File: config.mk
export PLATFORM = sky130hd
export DESIGN_NAME = uart_rx_fifo_with_error_tags
export DESIGN_NICKNAME = d
export VERILOG_FILES = /design/src/design/rxf_pkg.sv /design/src/design/rxf_mem.sv /design/src/design/rxf_ctrl.sv /design/src/design/uart_rx_fifo_with_error_tags.sv
export VERILOG_INCLUDE_DIRS = /design/src /design/src/design
export SDC_FILE = /design/constraint.sdc
export NUM_CORES = 1
export LEC_CHECK = 0
export ABC_AREA = 1
export CAP_MARGIN = 5
export CELL_PAD_IN_SITES_DETAIL_PLACEMENT = 1
export CELL_PAD_IN_SITES_GLOBAL_PLACEMENT = 1
export CORE_MARGIN = 5
export CORE_UTILIZATION = 50
export CTS_BUF_LIST = sky130_fd_sc_hd__clkbuf_16
export DETAILED_ROUTE_END_ITERATION = 8
export DONT_BUFFER_PORTS = 1
export GPL_TIMING_DRIVEN = 0
export HOLD_SLACK_MARGIN = 0.06
export PLACE_DENSITY_LB_ADDON = 0.1
export SYNTH_ARGS = -nofsm -noshare
export SYNTH_HDL_FRONTEND = slang
export SYNTH_SLANG_ARGS = --single-unit
File: constraint.sdc
create_clock -name i_clk -period 4.1 [get_ports i_clk]
set_clock_uncertainty 0.05 [all_clocks]
set_input_delay 0.41 -clock i_clk [delete_from_list [all_inputs] [get_ports i_clk]]
set_output_delay 0.41 -clock i_clk [all_outputs]
set_load 0.005 [all_outputs]
File: src/design/uart_rx_fifo_with_error_tags_macros.svh
// ----------------------------------------------------------------------------
// UART receive FIFO assertion macros
// Assertion forms for the receive FIFO controller.
// ----------------------------------------------------------------------------
`ifndef UART_RX_FIFO_WITH_ERROR_TAGS_MACROS_SVH
`define UART_RX_FIFO_WITH_ERROR_TAGS_MACROS_SVH

// Same-cycle implication, disabled while reset is asserted.
`define RXF_ASSERT_NOW(lbl, clk, rst_n, ante, cons, msg) \
    lbl: assert property (@(posedge clk) disable iff (!(rst_n)) (ante) |-> (cons)) \
        else $error(msg);

// Next-cycle implication, disabled while reset is asserted.
`define RXF_ASSERT_NEXT(lbl, clk, rst_n, ante, cons, msg) \
    lbl: assert property (@(posedge clk) disable iff (!(rst_n)) (ante) |=> (cons)) \
        else $error(msg);

`endif

File: src/design/rxf_pkg.sv
// ----------------------------------------------------------------------------
// Receive FIFO package
// Types, codes and constants shared by the receive FIFO modules.
// ----------------------------------------------------------------------------
package rxf_pkg;

    localparam int FIFO_DEPTH_DEF = 64;
    localparam int MAX_RUN        = 64;
    localparam int RUN_W          = $clog2(MAX_RUN + 1);
    localparam int FILL_W         = 7;
    localparam int DATA_W         = 8;
    localparam int TAG_W          = 4;
    localparam int REQ_W          = 2;
    localparam int LEN_W          = 7;
    localparam int WORD_W         = DATA_W + TAG_W;

    // Request codes carried on the request type field.
    typedef enum logic [REQ_W-1:0] {
        REQ_RECEIVE = 2'd0,
        REQ_READ    = 2'd1,
        REQ_DISCARD = 2'd2
    } t_req;

    // Sequencer states.
    typedef enum logic [2:0] {
        ST_IDLE,
        ST_SCAN,
        ST_SCAN_END,
        ST_EMIT,
        ST_DRAIN
    } t_state;

    // Memory port strobes.
    typedef struct packed {
        logic wr_en;
        logic rd_en;
    } t_mem_ctl;

endpackage

File: src/design/rxf_mem.sv
// ----------------------------------------------------------------------------
// Receive FIFO storage
// Simple dual-port memory holding a tag and a data byte per entry, with a
// registered read port.
// ----------------------------------------------------------------------------
module rxf_mem
    import rxf_pkg::*;
#(
    parameter int DEPTH = FIFO_DEPTH_DEF,
    parameter int AW    = $clog2(DEPTH)
) (
    input  logic              i_clk,
    input  t_mem_ctl          i_ctl,
    input  logic [AW-1:0]     i_waddr,
    input  logic [WORD_W-1:0] i_wdata,
    input  logic [AW-1:0]     i_raddr,
    output logic [WORD_W-1:0] o_rdata
);

    logic [WORD_W-1:0] r_mem [DEPTH];
    logic [WORD_W-1:0] r_rdata;

    // Write port.
    always_ff @(posedge i_clk) begin
        if (i_ctl.wr_en) begin
            r_mem[i_waddr] <= i_wdata;
        end
    end

    // Registered read port.
    always_ff @(posedge i_clk) begin
        if (i_ctl.rd_en) begin
            r_rdata <= r_mem[i_raddr];
        end
    end

    assign o_rdata = r_rdata;

endmodule

File: src/design/rxf_ctrl.sv
// ----------------------------------------------------------------------------
// Receive FIFO controller
// Pointers, counts and the read-run sequencer. A read run first scans the
// entries it will pop to settle the final error count and head tag, then
// streams the popped bytes out one per cycle.
// ----------------------------------------------------------------------------
`include "uart_rx_fifo_with_error_tags_macros.svh"

module rxf_ctrl
    import rxf_pkg::*;
#(
    parameter int DEPTH = FIFO_DEPTH_DEF,
    parameter int AW    = $clog2(DEPTH)
) (
    input  logic              i_clk,
    input  logic              i_rst_n,
    input  logic              i_start,
    output logic              o_busy,
    input  logic [REQ_W-1:0]  i_req_type,
    input  logic [DATA_W-1:0] i_line_byte,
    input  logic              i_parity_error,
    input  logic              i_framing_error,
    input  logic              i_noise_error,
    input  logic              i_line_overrun,
    input  logic [LEN_W-1:0]  i_read_len,
    output logic              o_result_stb,
    output logic [DATA_W-1:0] o_read_data,
    output logic [TAG_W-1:0]  o_read_flags,
    output logic              o_read_valid,
    output logic              o_last_of_run,
    output logic [FILL_W-1:0] o_fill_level,
    output logic              o_has_error,
    output logic [TAG_W-1:0]  o_next_flags,
    output logic              o_byte_dropped,
    output t_mem_ctl          o_mem_ctl,
    output logic [AW-1:0]     o_mem_waddr,
    output logic [WORD_W-1:0] o_mem_wdata,
    output logic [AW-1:0]     o_mem_raddr,
    input  logic [WORD_W-1:0] i_mem_rdata
);

    localparam int CW = $clog2(DEPTH + 1);
    localparam int MW = (CW > RUN_W) ? CW : RUN_W;
    localparam logic [AW-1:0] LAST_IDX = AW'(DEPTH - 1);
    localparam logic [CW-1:0] CNT_FULL = CW'(DEPTH);
    localparam logic [RUN_W-1:0] RUN_MAX = RUN_W'(MAX_RUN);

    // Wrap-around pointer increment.
    function automatic logic [AW-1:0] ptr_inc(input logic [AW-1:0] p);
        return (p == LAST_IDX) ? '0 : p + 1'b1;
    endfunction

    // Control state.
    t_state            r_state, n_state;
    logic [AW-1:0]     r_head, n_head;
    logic [AW-1:0]     r_tail, n_tail;
    logic [CW-1:0]     r_count, n_count;
    logic [CW-1:0]     r_tagged, n_tagged;
    logic              r_pend, n_pend;
    logic              r_scan_vld, n_scan_vld;
    logic              r_emit_vld, n_emit_vld;
    logic              r_o_stb, n_o_stb;

    // Run bookkeeping and result payload.
    logic [TAG_W-1:0]  r_head_tag, n_head_tag;
    logic [RUN_W-1:0]  r_n, n_n;
    logic [RUN_W-1:0]  r_issue, n_issue;
    logic [RUN_W-1:0]  r_nz, n_nz;
    logic [AW-1:0]     r_rd_ptr, n_rd_ptr;
    logic [AW-1:0]     r_new_head, n_new_head;
    logic              r_clr, n_clr;
    logic              r_emit_last, n_emit_last;
    logic [DATA_W-1:0] r_o_data, n_o_data;
    logic [TAG_W-1:0]  r_o_flags, n_o_flags;
    logic              r_o_valid, n_o_valid;
    logic              r_o_last, n_o_last;
    logic [FILL_W-1:0] r_o_fill, n_o_fill;
    logic              r_o_err, n_o_err;
    logic [TAG_W-1:0]  r_o_next, n_o_next;
    logic              r_o_dropped, n_o_dropped;

    // Helpers.
    logic              rx_pend;
    logic [TAG_W-1:0]  rx_tag;
    logic [RUN_W-1:0]  len_eff;
    logic [MW-1:0]     len_m, cnt_m, run_m, tag_m, nz_m;
    logic [RUN_W-1:0]  run_n;
    logic              run_clr;
    logic [TAG_W-1:0]  rd_tag;
    logic [DATA_W-1:0] rd_data;
    logic [31:0]       cnt_ext;

    assign rd_tag  = i_mem_rdata[WORD_W-1:DATA_W];
    assign rd_data = i_mem_rdata[DATA_W-1:0];

    // Tag of an incoming byte, with any pending overrun folded in.
    assign rx_pend = r_pend | i_line_overrun;
    assign rx_tag  = {i_noise_error, i_framing_error, i_parity_error, rx_pend};

    // Length of a read run: clipped to the longest run, then to the fill.
    assign len_eff = (i_read_len > LEN_W'(MAX_RUN)) ? RUN_MAX : RUN_W'(i_read_len);
    assign len_m   = MW'(len_eff);
    assign cnt_m   = MW'(r_count);
    assign run_m   = (len_m < cnt_m) ? len_m : cnt_m;
    assign run_n   = RUN_W'(run_m);
    assign run_clr = (len_m > cnt_m);

    // Saturating error count after the scan.
    assign tag_m = MW'(r_tagged);
    assign nz_m  = MW'(r_nz);

    // Next state and outputs of the sequencer.
    always_comb begin
        n_state     = r_state;
        n_head      = r_head;
        n_tail      = r_tail;
        n_count     = r_count;
        n_tagged    = r_tagged;
        n_pend      = r_pend;
        n_scan_vld  = 1'b0;
        n_emit_vld  = 1'b0;
        n_emit_last = 1'b0;
        n_head_tag  = r_head_tag;
        n_n         = r_n;
        n_issue     = r_issue;
        n_nz        = r_nz;
        n_rd_ptr    = r_rd_ptr;
        n_new_head  = r_new_head;
        n_clr       = r_clr;
        n_o_stb     = 1'b0;
        n_o_data    = r_o_data;
        n_o_flags   = r_o_flags;
        n_o_valid   = r_o_valid;
        n_o_last    = r_o_last;
        n_o_dropped = r_o_dropped;

        o_mem_ctl   = '0;
        o_mem_waddr = r_tail;
        o_mem_wdata = {rx_tag, i_line_byte};
        o_mem_raddr = r_rd_ptr;

        // Count tagged entries as scan data returns.
        if (r_scan_vld && (rd_tag != '0)) begin
            n_nz = r_nz + 1'b1;
        end

        case (r_state)
            ST_IDLE: begin
                if (i_start) begin
                    n_o_stb     = 1'b1;
                    n_o_data    = '0;
                    n_o_flags   = '0;
                    n_o_valid   = 1'b0;
                    n_o_last    = 1'b1;
                    n_o_dropped = 1'b0;
                    case (t_req'(i_req_type))
                        REQ_RECEIVE: begin
                            if (r_count == CNT_FULL) begin
                                n_pend      = 1'b1;
                                n_o_dropped = 1'b1;
                            end else begin
                                n_pend          = 1'b0;
                                o_mem_ctl.wr_en = 1'b1;
                                n_tail          = ptr_inc(r_tail);
                                n_count         = r_count + 1'b1;
                                if (rx_tag != '0) begin
                                    n_tagged = r_tagged + 1'b1;
                                end
                                if (r_count == '0) begin
                                    n_head_tag = rx_tag;
                                end
                            end
                        end
                        REQ_READ: begin
                            if (run_n == '0) begin
                                if (run_clr) begin
                                    n_tagged = '0;
                                end
                            end else begin
                                n_o_stb  = 1'b0;
                                n_n      = run_n;
                                n_issue  = '0;
                                n_nz     = '0;
                                n_clr    = run_clr;
                                n_rd_ptr = r_head;
                                n_state  = ST_SCAN;
                            end
                        end
                        REQ_DISCARD: begin
                            n_head   = '0;
                            n_tail   = '0;
                            n_count  = '0;
                            n_tagged = '0;
                            n_pend   = 1'b0;
                        end
                        default: begin
                        end
                    endcase
                end
            end
            // Read every entry of the run, then the entry that becomes the head.
            ST_SCAN: begin
                o_mem_ctl.rd_en = 1'b1;
                n_rd_ptr        = ptr_inc(r_rd_ptr);
                n_issue         = r_issue + 1'b1;
                if (r_issue == r_n) begin
                    n_new_head = r_rd_ptr;
                    n_state    = ST_SCAN_END;
                end else begin
                    n_scan_vld = 1'b1;
                end
            end
            // Commit the state left behind by the run.
            ST_SCAN_END: begin
                n_head_tag = rd_tag;
                n_head     = r_new_head;
                n_count    = r_count - CW'(r_n);
                if (r_clr || (nz_m >= tag_m)) begin
                    n_tagged = '0;
                end else begin
                    n_tagged = CW'(tag_m - nz_m);
                end
                n_rd_ptr = r_head;
                n_issue  = '0;
                n_state  = ST_EMIT;
            end
            // Read the popped bytes again, one per cycle, for delivery.
            ST_EMIT: begin
                o_mem_ctl.rd_en = 1'b1;
                n_rd_ptr        = ptr_inc(r_rd_ptr);
                n_issue         = r_issue + 1'b1;
                n_emit_vld      = 1'b1;
                if (r_issue == (r_n - 1'b1)) begin
                    n_emit_last = 1'b1;
                    n_state     = ST_DRAIN;
                end
            end
            ST_DRAIN: begin
                n_state = ST_IDLE;
            end
            default: begin
                n_state = ST_IDLE;
            end
        endcase

        // A popped byte arrives from the memory.
        if (r_emit_vld) begin
            n_o_stb     = 1'b1;
            n_o_data    = rd_data;
            n_o_flags   = rd_tag;
            n_o_valid   = 1'b1;
            n_o_last    = r_emit_last;
            n_o_dropped = 1'b0;
        end
    end

    // Status fields reflect the state after the item.
    assign cnt_ext  = 32'(n_count);
    assign n_o_fill = cnt_ext[FILL_W-1:0];
    assign n_o_err  = (n_tagged != '0);
    assign n_o_next = (n_count != '0) ? n_head_tag : '0;

    // Control registers.
    always_ff @(posedge i_clk) begin
        if (!i_rst_n) begin
            r_state    <= ST_IDLE;
            r_head     <= '0;
            r_tail     <= '0;
            r_count    <= '0;
            r_tagged   <= '0;
            r_pend     <= 1'b0;
            r_scan_vld <= 1'b0;
            r_emit_vld <= 1'b0;
            r_o_stb    <= 1'b0;
        end else begin
            r_state    <= n_state;
            r_head     <= n_head;
            r_tail     <= n_tail;
            r_count    <= n_count;
            r_tagged   <= n_tagged;
            r_pend     <= n_pend;
            r_scan_vld <= n_scan_vld;
            r_emit_vld <= n_emit_vld;
            r_o_stb    <= n_o_stb;
        end
    end

    // Payload registers.
    always_ff @(posedge i_clk) begin
        r_head_tag  <= n_head_tag;
        r_n         <= n_n;
        r_issue     <= n_issue;
        r_nz        <= n_nz;
        r_rd_ptr    <= n_rd_ptr;
        r_new_head  <= n_new_head;
        r_clr       <= n_clr;
        r_emit_last <= n_emit_last;
        r_o_data    <= n_o_data;
        r_o_flags   <= n_o_flags;
        r_o_valid   <= n_o_valid;
        r_o_last    <= n_o_last;
        r_o_fill    <= n_o_fill;
        r_o_err     <= n_o_err;
        r_o_next    <= n_o_next;
        r_o_dropped <= n_o_dropped;
    end

    assign o_busy         = (r_state != ST_IDLE);
    assign o_result_stb   = r_o_stb;
    assign o_read_data    = r_o_data;
    assign o_read_flags   = r_o_flags;
    assign o_read_valid   = r_o_valid;
    assign o_last_of_run  = r_o_last;
    assign o_fill_level   = r_o_fill;
    assign o_has_error    = r_o_err;
    assign o_next_flags   = r_o_next;
    assign o_byte_dropped = r_o_dropped;

    // The fill never passes the depth.
    `RXF_ASSERT_NOW(a_count_bound, i_clk, i_rst_n, 1'b1, r_count <= CNT_FULL, "fill above depth")
    // Tagged entries are a subset of the stored entries.
    `RXF_ASSERT_NOW(a_tagged_bound, i_clk, i_rst_n, 1'b1, r_tagged <= r_count, "tag count above fill")
    // No result is delivered while the run is being scanned.
    `RXF_ASSERT_NOW(a_scan_quiet, i_clk, i_rst_n, (r_state == ST_SCAN) || (r_state == ST_SCAN_END), !r_o_stb, "result during scan")
    // A dropped byte is reported only with a full FIFO.
    `RXF_ASSERT_NOW(a_drop_full, i_clk, i_rst_n, r_o_stb && r_o_dropped, r_count == CNT_FULL, "drop while not full")
    // The last byte of a run is followed by a return to idle.
    `RXF_ASSERT_NEXT(a_last_idle, i_clk, i_rst_n, r_emit_vld && r_emit_last, r_state == ST_IDLE, "run did not end")

endmodule

File: src/design/uart_rx_fifo_with_error_tags.sv
// ----------------------------------------------------------------------------
// UART receive FIFO with error tags
// Top level: controller and tag/data storage.
// ----------------------------------------------------------------------------
// A command is taken when start is high and busy is low. Receive, discard
// and unused commands, and reads that pop nothing, leave busy low: the
// result appears on the next cycle and a new command may follow right away.
// A read run that pops bytes keeps busy high while the single memory read
// port is walked twice, once to settle the error count and the new head tag
// and once to stream the bytes; the popped bytes then come out one per cycle.
// Every result is shown for exactly one cycle under o_result_stb and must
// be taken then, since the receiver has no way to hold results back. The
// storage has no reset and needs no clearing pass after reset.
module uart_rx_fifo_with_error_tags
    import rxf_pkg::*;
#(
    parameter int FIFO_DEPTH = FIFO_DEPTH_DEF
) (
    input  logic              i_clk,
    input  logic              i_rst_n,
    input  logic              start,
    output logic              busy,
    input  logic [REQ_W-1:0]  i_req_type,
    input  logic [DATA_W-1:0] i_line_byte,
    input  logic              i_parity_error,
    input  logic              i_framing_error,
    input  logic              i_noise_error,
    input  logic              i_line_overrun,
    input  logic [LEN_W-1:0]  i_read_len,
    output logic              o_result_stb,
    output logic [DATA_W-1:0] o_read_data,
    output logic [TAG_W-1:0]  o_read_flags,
    output logic              o_read_valid,
    output logic              o_last_of_run,
    output logic [FILL_W-1:0] o_fill_level,
    output logic              o_has_error,
    output logic [TAG_W-1:0]  o_next_flags,
    output logic              o_byte_dropped
);

    localparam int AW = $clog2(FIFO_DEPTH);

    t_mem_ctl          mem_ctl;
    logic [AW-1:0]     mem_waddr;
    logic [WORD_W-1:0] mem_wdata;
    logic [AW-1:0]     mem_raddr;
    logic [WORD_W-1:0] mem_rdata;

    // Pointers, counts and run sequencing.
    rxf_ctrl #(
        .DEPTH (FIFO_DEPTH),
        .AW    (AW)
    ) u_ctrl (
        .i_clk           (i_clk),
        .i_rst_n         (i_rst_n),
        .i_start         (start),
        .o_busy          (busy),
        .i_req_type      (i_req_type),
        .i_line_byte     (i_line_byte),
        .i_parity_error  (i_parity_error),
        .i_framing_error (i_framing_error),
        .i_noise_error   (i_noise_error),
        .i_line_overrun  (i_line_overrun),
        .i_read_len      (i_read_len),
        .o_result_stb    (o_result_stb),
        .o_read_data     (o_read_data),
        .o_read_flags    (o_read_flags),
        .o_read_valid    (o_read_valid),
        .o_last_of_run   (o_last_of_run),
        .o_fill_level    (o_fill_level),
        .o_has_error     (o_has_error),
        .o_next_flags    (o_next_flags),
        .o_byte_dropped  (o_byte_dropped),
        .o_mem_ctl       (mem_ctl),
        .o_mem_waddr     (mem_waddr),
        .o_mem_wdata     (mem_wdata),
        .o_mem_raddr     (mem_raddr),
        .i_mem_rdata     (mem_rdata)
    );

    // Tag and data storage.
    rxf_mem #(
        .DEPTH (FIFO_DEPTH),
        .AW    (AW)
    ) u_mem (
        .i_clk   (i_clk),
        .i_ctl   (mem_ctl),
        .i_waddr (mem_waddr),
        .i_wdata (mem_wdata),
        .i_raddr (mem_raddr),
        .o_rdata (mem_rdata)
    );

endmodule

==> results of run 1 <==
-- cell usage after synthesis (2+ instances only) --
master and count:
o31ai_1 3, nor2_1 634, a31oi_1 4, buf_2 42
nand2_1 190, nand2_4 5, o311ai_1 2, or2_2 8
o21ai_1 17, o211ai_1 11, o22ai_1 197, xnor2_1 4
buf_1 4, clkbuf_1 117, buf_4 7, xor2_1 21
nand3b_1 2, nor3_2 2, ha_1 28, a21oi_1 46
o32ai_1 7, a21oi_2 4, nand3_1 74, nand3_2 2
nand2_2 3, o311ai_0 2, clkinv_1 2, nand4_1 3
o221ai_1 38, buf_6 2, nor2_2 7, o21bai_1 4
inv_2 12, o21ai_0 488, fa_1 2, nor3_1 17
edfxtp_1 820, a22oi_1 2, nor4_1 4, dfxtp_1 59
nor2_4 4, inv_1 148
-- flip-flops by register name, indices dropped and copies added (netlist names), 6 cells and up --
| register | flops |
|---|---|
| u_ctrl.r_head | 6 |
| u_ctrl.r_issue | 7 |
| u_ctrl.cnt_m | 7 |
| u_ctrl.o_read_data | 8 |
| u_ctrl.r_n | 7 |
| u_ctrl.r_new_head | 6 |
| u_ctrl.o_mem_raddr | 6 |
| u_ctrl.nz_m | 7 |
| u_mem.r_mem | 768 |
| u_ctrl.o_mem_waddr | 6 |
| u_mem.o_rdata | 12 |
| u_ctrl.r_tagged | 7 |
| u_ctrl.o_fill_level | 7 |
-- worst min path at each step --
| stage | startpoint | slack [ps] | cells past startpoint | end |
|---|---|---|---|---|
| 2_1_floorplan | u_ctrl.o_mem_raddr[2] | 370 | 0 | u_ctrl.r_new_head[2] |
| 3_3_place_gp | u_ctrl.o_mem_raddr[2] | 380 | 0 | u_ctrl.r_new_head[2] |
| 3_5_place_dp | u_ctrl.o_mem_raddr[2] | 390 | 0 | u_ctrl.r_new_head[2] |
| 4_1_cts | i_noise_error | 60 | 1 | u_mem.r_mem[9][11] |
| 5_1_grt | i_line_byte[3] | 70 | 1 | u_mem.r_mem[7][3] |
| 6_report | i_line_byte[3] | 60 | 1 | u_mem.r_mem[7][3] |
-- power by group through the flow --
stage / Clock [µW] / Combinational [µW] / Sequential (µW)
after floorplan: 0 / 1120 / 10100
after global routing: 8870 / 2380 / 9970
after global placement: 0 / 1920 / 10200
final: 8460 / 2290 / 9960
after CTS: 8450 / 2190 / 9970
after detailed placement: 0 / 2000 / 10200
-- cell type report --
class                   count  area, µm²
flip-flops and latches    879      25800
plain buffers             173      744.5
fillers                  7232      29480
clock inverters            75      671.9
repair buffers             87       1635
inverters                 163      614.3
multi-input cells        1845       9359
well taps                 950       1189
clock buffers              94       2352
diodes                      2      5.005
-- worst reg2reg max path, delay by kind of cell (launching register included) --
kind | cells | cell delay (ps)
AOI/OAI and AO/OA | 5 | 2250
buffers and inverters | 2 | 940
DFF | 1 | 520
and+or+nand+nor | 1 | 120
-- layer usage --
metal | vias to the layer above | global-route usage | share of wire | wire [µm]
met3 | 539 | 0.1001 | 0.12 | 18050
met5 | - | 0 | 0.00036 | 54
met2 | 2008 | 0.5715 | 0.44 | 65610
met4 | 8 | 0.2060 | 0.074 | 11140
li1 | 11470 | - | - | -
met1 | 14310 | 0.4958 | 0.37 | 55350
-- stage by stage --
step	instance area, µm²	power [µW]	setup WS (ps)	setup TNS (ps)	util
2_1_floorplan	36350	11260	1085	0	-
3_3_place_gp	37540	12070	-210.8	-20800	0.5225
3_5_place_dp	38950	12160	20.50	0	0.5421
4_1_cts	42350	20600	100.6	0	0.5894
5_1_grt	42370	21220	51.28	0	0.5897
6_report	42380	20710	-29.15	-29.15	0.5897
-- what timing repair did --
item | in CTS | in global routing
hold buffers | 18 | 1
hold endpoints to repair | 715 | 4
buffers inserted | 0 | 0
-- cells by family (layout without fill, tap and decap cells) --
group / Yosys count / after routing / synth area share
adder cells (fa/ha/maj): 30 / 30 / 0.01074
AO/OA/AOI/OAI: 831 / 831 / 0.1288
buffers and inverters: 336 / 592 / 0.03738
AND/OR/NAND/NOR: 959 / 959 / 0.1073
other: 0 / 2 / 0
XOR/XNOR: 25 / 25 / 0.006023
flip-flops: 879 / 879 / 0.7098
==> key figures, run 1 <==
Finish
  • Nets: 3295
  • Commonest non-fill, non-tap cell in the layout: edfxtp_1
  • Layout Area Growth over Synthesis: 16.57%
  • Layout cells sized above 1: 0.1122
  • Most frequent cells in the layout: edfxtp_1, nor2_1, o21ai_0, o22ai_1, nand2_1
  • Post-Layout Cell Count: 4268

Floorplan
  • Initial Util: 0.5059
  • CORE AREA: 71850 µm²
  • Rows: 98
  • Die width: 279.6 µm
  • Die area: 78200 µm²
  • Die Y: 279.6 µm
  • I/O pins: 53

Yosys
  • Yosys warns: 0
  • Post-synth EDFFs: 820
  • FFs w/ async S/R, synth: 0
  • Ys flop type: edfxtp_1
  • Avg Cell Area, Syn: 11.88 µm²
  • Register area share after synthesis: 0.7098
  • Net Count, Synth: 3114
  • Leading area contributor after synthesis: edfxtp_1
  • Number of unique standard cell types used by synthesis: 54
  • Dominant cells by area after synthesis: edfxtp_1, o21ai_0, nor2_1
  • Flop and latch count out of synthesis: 879
  • Syn Inst Count: 3060
  • Yosys top cell area share: 0.6773
  • Mapped Area: 36350 µm²

Timing
  • Final period utilization: 1.007
  • Hold WS: 62.13 ps
  • Max_slew headroom: 0.1409
  • Worst-Margin Slew: 1289 ps
  • Max Clk Rate: 242.2 MHz
  • Worst setup margin: -29.15 ps
  • RSZ-0062 raised after global routing: no
  • Fin. max-slew vios: 0
  • Min cycle time layout: 4129 ps
  • Number of hold violations in the final report: 0
  • Setup violators final: 1

Pwr
  • Clock power share: 0.408
  • Comb pwr share: 0.111
  • Power Internal: 15200 µW
  • Switching share of total power: 0.2660
  • Pwr dens: 488.8 nW/µm²
  • VDD IR max: 0.3694 mV
  • Part of the power in registers: 0.481
  • Psw: 5509 µW
  • Leak Pwr: 0.01438 µW

Worst setup path
  • Critical path's top delay family: compound AO/OA/AOI/OAI gates
  • Worst path required time: 4470 ps
  • Worst setup path end: u_mem.o_rdata[8]
  • Crit path DAT: 4500 ps
  • R2r startpoint: u_ctrl.o_mem_raddr[1]
  • CP max stage delay: 630 ps
  • Max FO, Critical Path: 10
  • Crit Path Class: reg -> reg
  • Flop2flop setup slack: -30 ps
  • Depth of the most critical reg-to-reg path: 8
  • Setup crit end kind: flop
  • Crit path depth: 8
  • Slowest CP cell: o22ai_1
  • Crit path launch: u_ctrl.o_mem_raddr[1]
  • R2r endpoint: u_mem.o_rdata[8]
  • CP startpoint kind: flop
  • Sum of buffers and inverters on the critical path: 2
  • CP cell instances: buf_2 > clkbuf_1 > o21ai_0 > o22ai_1 > o21ai_0 > o22ai_1 > nor2_1 > o21ai_1

GRT
  • Pin count of the biggest net entering global routing: 66
  • Vias in the first global route: 28250
  • Total GRT Usage: 0.3755
  • Antenna violations before repair: 6
  • First-pass GRT wire length: 208.7 mm
  • GRT overflow: 0

Placement
  • DP Cell Count: 4077
  • Gpl congestion: 1.027
  • Buffers on Ports: 0
  • Post-DP HPWL: 103.8 mm

Min path
  • Worst Hold Class: in -> reg

Clock tree
  • H-tree lvl count: 3
  • Clk sinks: 879
  • Root Driver: clkbuf_16
  • CTS resizes: 0
  • Clk_lat worst skew: 670 ps
  • CTS buffer count: 92
  • Clock Path Buffers: 3
  • CTS tree: built
  • Clock-pin slew on the worst setup and hold paths: 60 ps

Drt
  • First DRT Iteration DRCs: 4360
  • Avg WL per Cell: 35.19 µm
  • Post-route DRC: 0
  • Drt total wl: 150.2 mm
  • Vias per std cell: 6.640
  • Post-DRT Antenna Nets: 0
  • Via Count: 28340
  • Drt first pass iters: 6

Status
  • Failing checks: setup timing
  • Status: finished, violations left

Job
  • Max_cap viols: 0
Power figures use the tool's default switching activity.
==> run 2, diff against run 1 <==
==> constraint.sdc (replaced) <==
create_clock -name i_clk -period 4.7 [get_ports i_clk]
set_clock_uncertainty 0.05 [all_clocks]
set_input_delay 0.47 -clock i_clk [delete_from_list [all_inputs] [get_ports i_clk]]
set_output_delay 0.47 -clock i_clk [all_outputs]
set_load 0.005 [all_outputs]
==> run 2 against run 1 <==
  * The run now ends clean
  * Clock power shrank 13%
  * Via count down 0.34%
  * Core utilization fell by 0.11 points
  * Register-to-register slack improved by 630 ps
  * Cell area down 0.18%
  * Setup slack gained 630 ps
  * Critical path depth increased by 1
  * Non-clock buffer count decreased by 8
  * Combinational power shrank 13%
  * Count of clock-buffer cells in the layout did not move
  * Critical path type unchanged
  * Largest cell class unchanged
==> key figures, run 2 (synthesis gave the netlist of run 1 again) <==
Status
  • Status: finished, final reports clean

Pwr
  • Switching share of total power: 0.2649
  • Part of the power in registers: 0.482
  • Psw: 4778 µW
  • Clock power share: 0.408
  • Power Internal: 13260 µW
  • Comb pwr share: 0.110
  • Leak Pwr: 0.01435 µW
  • VDD IR max: 0.3210 mV
  • Pwr dens: 426.4 nW/µm²

Floorplan
  • Die width: 279.6 µm
  • Die area: 78200 µm²
  • CORE AREA: 71850 µm²
  • I/O pins: 53
  • Die Y: 279.6 µm
  • Rows: 98
  • Initial Util: 0.5059

GRT
  • Antenna violations before repair: 6
  • GRT overflow: 0
  • Vias in the first global route: 28210
  • Met1 usage: 0.4956
  • Met3 Use GR: 0.09934
  • Total GRT Usage: 0.3750
  • First-pass GRT wire length: 208.5 mm
  • M2 GR Usage: 0.5710
  • Pin count of the biggest net entering global routing: 66
  • Most used routing layer: met2

Drt
  • Via Count: 28240
  • Post-route DRC: 0
  • First DRT Iteration DRCs: 4300
  • Vias per std cell: 6.628
  • Drt first pass iters: 6
  • Avg WL per Cell: 35.17 µm
  • Drt total wl: 149.9 mm
  • Post-DRT Antenna Nets: 0

Finish
  • Commonest non-fill, non-tap cell in the layout: edfxtp_1
  • Layout fillers: 7233
  • Largest register by flop count: u_mem.r_mem
  • Layout Area Growth over Synthesis: 16.35%
  • Reg area: 25800 µm²
  • Area of the multi-input gates: 9359 µm²
  • Largest register FFs: 768
  • Most frequent cells in the layout: edfxtp_1, nor2_1, o21ai_0, o22ai_1, nand2_1
  • Layout cells sized above 1: 0.1125
  • Nets: 3287

Clock tree
  • H-tree lvl count: 3
  • # hold bufs at CTS: 11
  • CTS buffer count: 92
  • Clock Path Buffers: 3
  • Clk sinks: 879
  • Clock-pin slew on the worst setup and hold paths: 60 ps
  • CTS resizes: 0
  • Root Driver: clkbuf_16
  • Clk_lat worst skew: 670 ps
  • CTS tree: built
  • Postcts setup bufs: 0

Worst setup path
  • Crit path launch: u_ctrl.o_mem_raddr[1]
  • CP cell instances: inv_1 > buf_2 > clkbuf_1 > o21ai_0 > o22ai_1 > o21ai_0 > o22ai_1 > nor2_1 > o21ai_1
  • Crit path DAT: 4490 ps
  • Sum of buffers and inverters on the critical path: 3
  • CP startpoint kind: flop
  • Slowest CP cell: o22ai_1
  • R2r startpoint: u_ctrl.o_mem_raddr[1]
  • Crit Path Class: reg -> reg
  • Flop2flop setup slack: 600 ps
  • Critical path's top delay family: compound AO/OA/AOI/OAI gates
  • CP max stage delay: 680 ps
  • Crit path depth: 9
  • R2r endpoint: u_mem.o_rdata[9]
  • Setup crit end kind: flop
  • Max FO, Critical Path: 10
  • Depth of the most critical reg-to-reg path: 9
  • Worst setup path end: u_mem.o_rdata[9]
  • Worst path required time: 5090 ps

Job
  • Max_cap viols: 0

Timing
  • Min cycle time layout: 4099 ps
  • Final period utilization: 0.8721
  • Fin. max-slew vios: 0
  • Number of hold violations in the final report: 0
  • Worst-Margin Slew: 1272 ps
  • Setup tns final: 0 ps
  • Max_slew headroom: 0.1431
  • RSZ-0062 raised after global routing: no
  • Max Clk Rate: 244.0 MHz
  • Worst setup margin: 601.3 ps
  • Hold WS: 106.2 ps
  • Setup violators final: 0

Placement
  • Post-DP HPWL: 103.8 mm
  • Buffers on Ports: 0
  • Gpl congestion: 1.027
  • DP Worst Slack: 560.5 ps

Min path
  • Worst Hold Class: in -> reg
## run 2: cell types whose count changed in the layout (fill, tap and decap cells not counted), sizes merged
cell / before / now
dlygate4sd3: 8 / 0
diode: 2 / 3
## run 2: metrics by stage
stage / total power [µW] / instance area [µm²] / std cells / utilization
after floorplan: 9818 / 36350 / 3060 / -
after global placement: 10530 / 37540 / 4010 / 0.5225
after detailed placement: 10610 / 38950 / 4077 / 0.5421
after CTS: 17970 / 42280 / 4257 / 0.5884
after global routing: 18500 / 42290 / 4258 / 0.5886
final: 18040 / 42300 / 4261 / 0.5887
## run 2: worst register-to-register path, stage by stage (launching register included)
cell and delay (ps):
edfxtp_1 520, inv_1 150, buf_2 410, clkbuf_1 500, o21ai_0 220, o22ai_1 330
o21ai_0 520, o22ai_1 680, nor2_1 110, o21ai_1 380
## run 2: worst min-delay path by stage
stage,from,endpoint,depth (start not counted)
4_1_cts,i_req_type[0],u_ctrl.o_fill_level[2],2
3_5_place_dp,u_ctrl.o_mem_raddr[2],u_ctrl.r_new_head[2],0
2_1_floorplan,u_ctrl.o_mem_raddr[2],u_ctrl.r_new_head[2],0
6_report,i_parity_error,u_mem.r_mem[46][9],1
5_1_grt,i_req_type[0],u_ctrl.o_fill_level[2],2
3_3_place_gp,u_ctrl.o_mem_raddr[2],u_ctrl.r_new_head[2],0
## run 2: layout make-up
type | instances | area share
antenna | 3 | 0.0001775
buffer | 173 | 0.01760
clock buffer | 94 | 0.05561
clock inverter | 75 | 0.01588
inverter | 163 | 0.01452
multi-input combinational | 1845 | 0.2213
sequential | 879 | 0.6101
tap | 950 | 0.02810
timing repair buffer | 79 | 0.03677
## run 2: power by group through the flow
stage               clock, µW  combinational, µW  sequential (µW)
finish                   7360               1990             8690
floorplan                   0                981             8840
detailed placement          0               1750             8860
global placement            0               1670             8850
global route             7730               2070             8690
CTS                      7370               1910             8690
## run 2: metal layers
| metal | share of wire | up-vias |
|---|---|---|
| met4 | 0.071 | 6 |
| met3 | 0.12 | 523 |
| met1 | 0.37 | 14310 |
| met2 | 0.44 | 1949 |
| li1 | - | 11460 |
| met5 | 0.00029 | - |
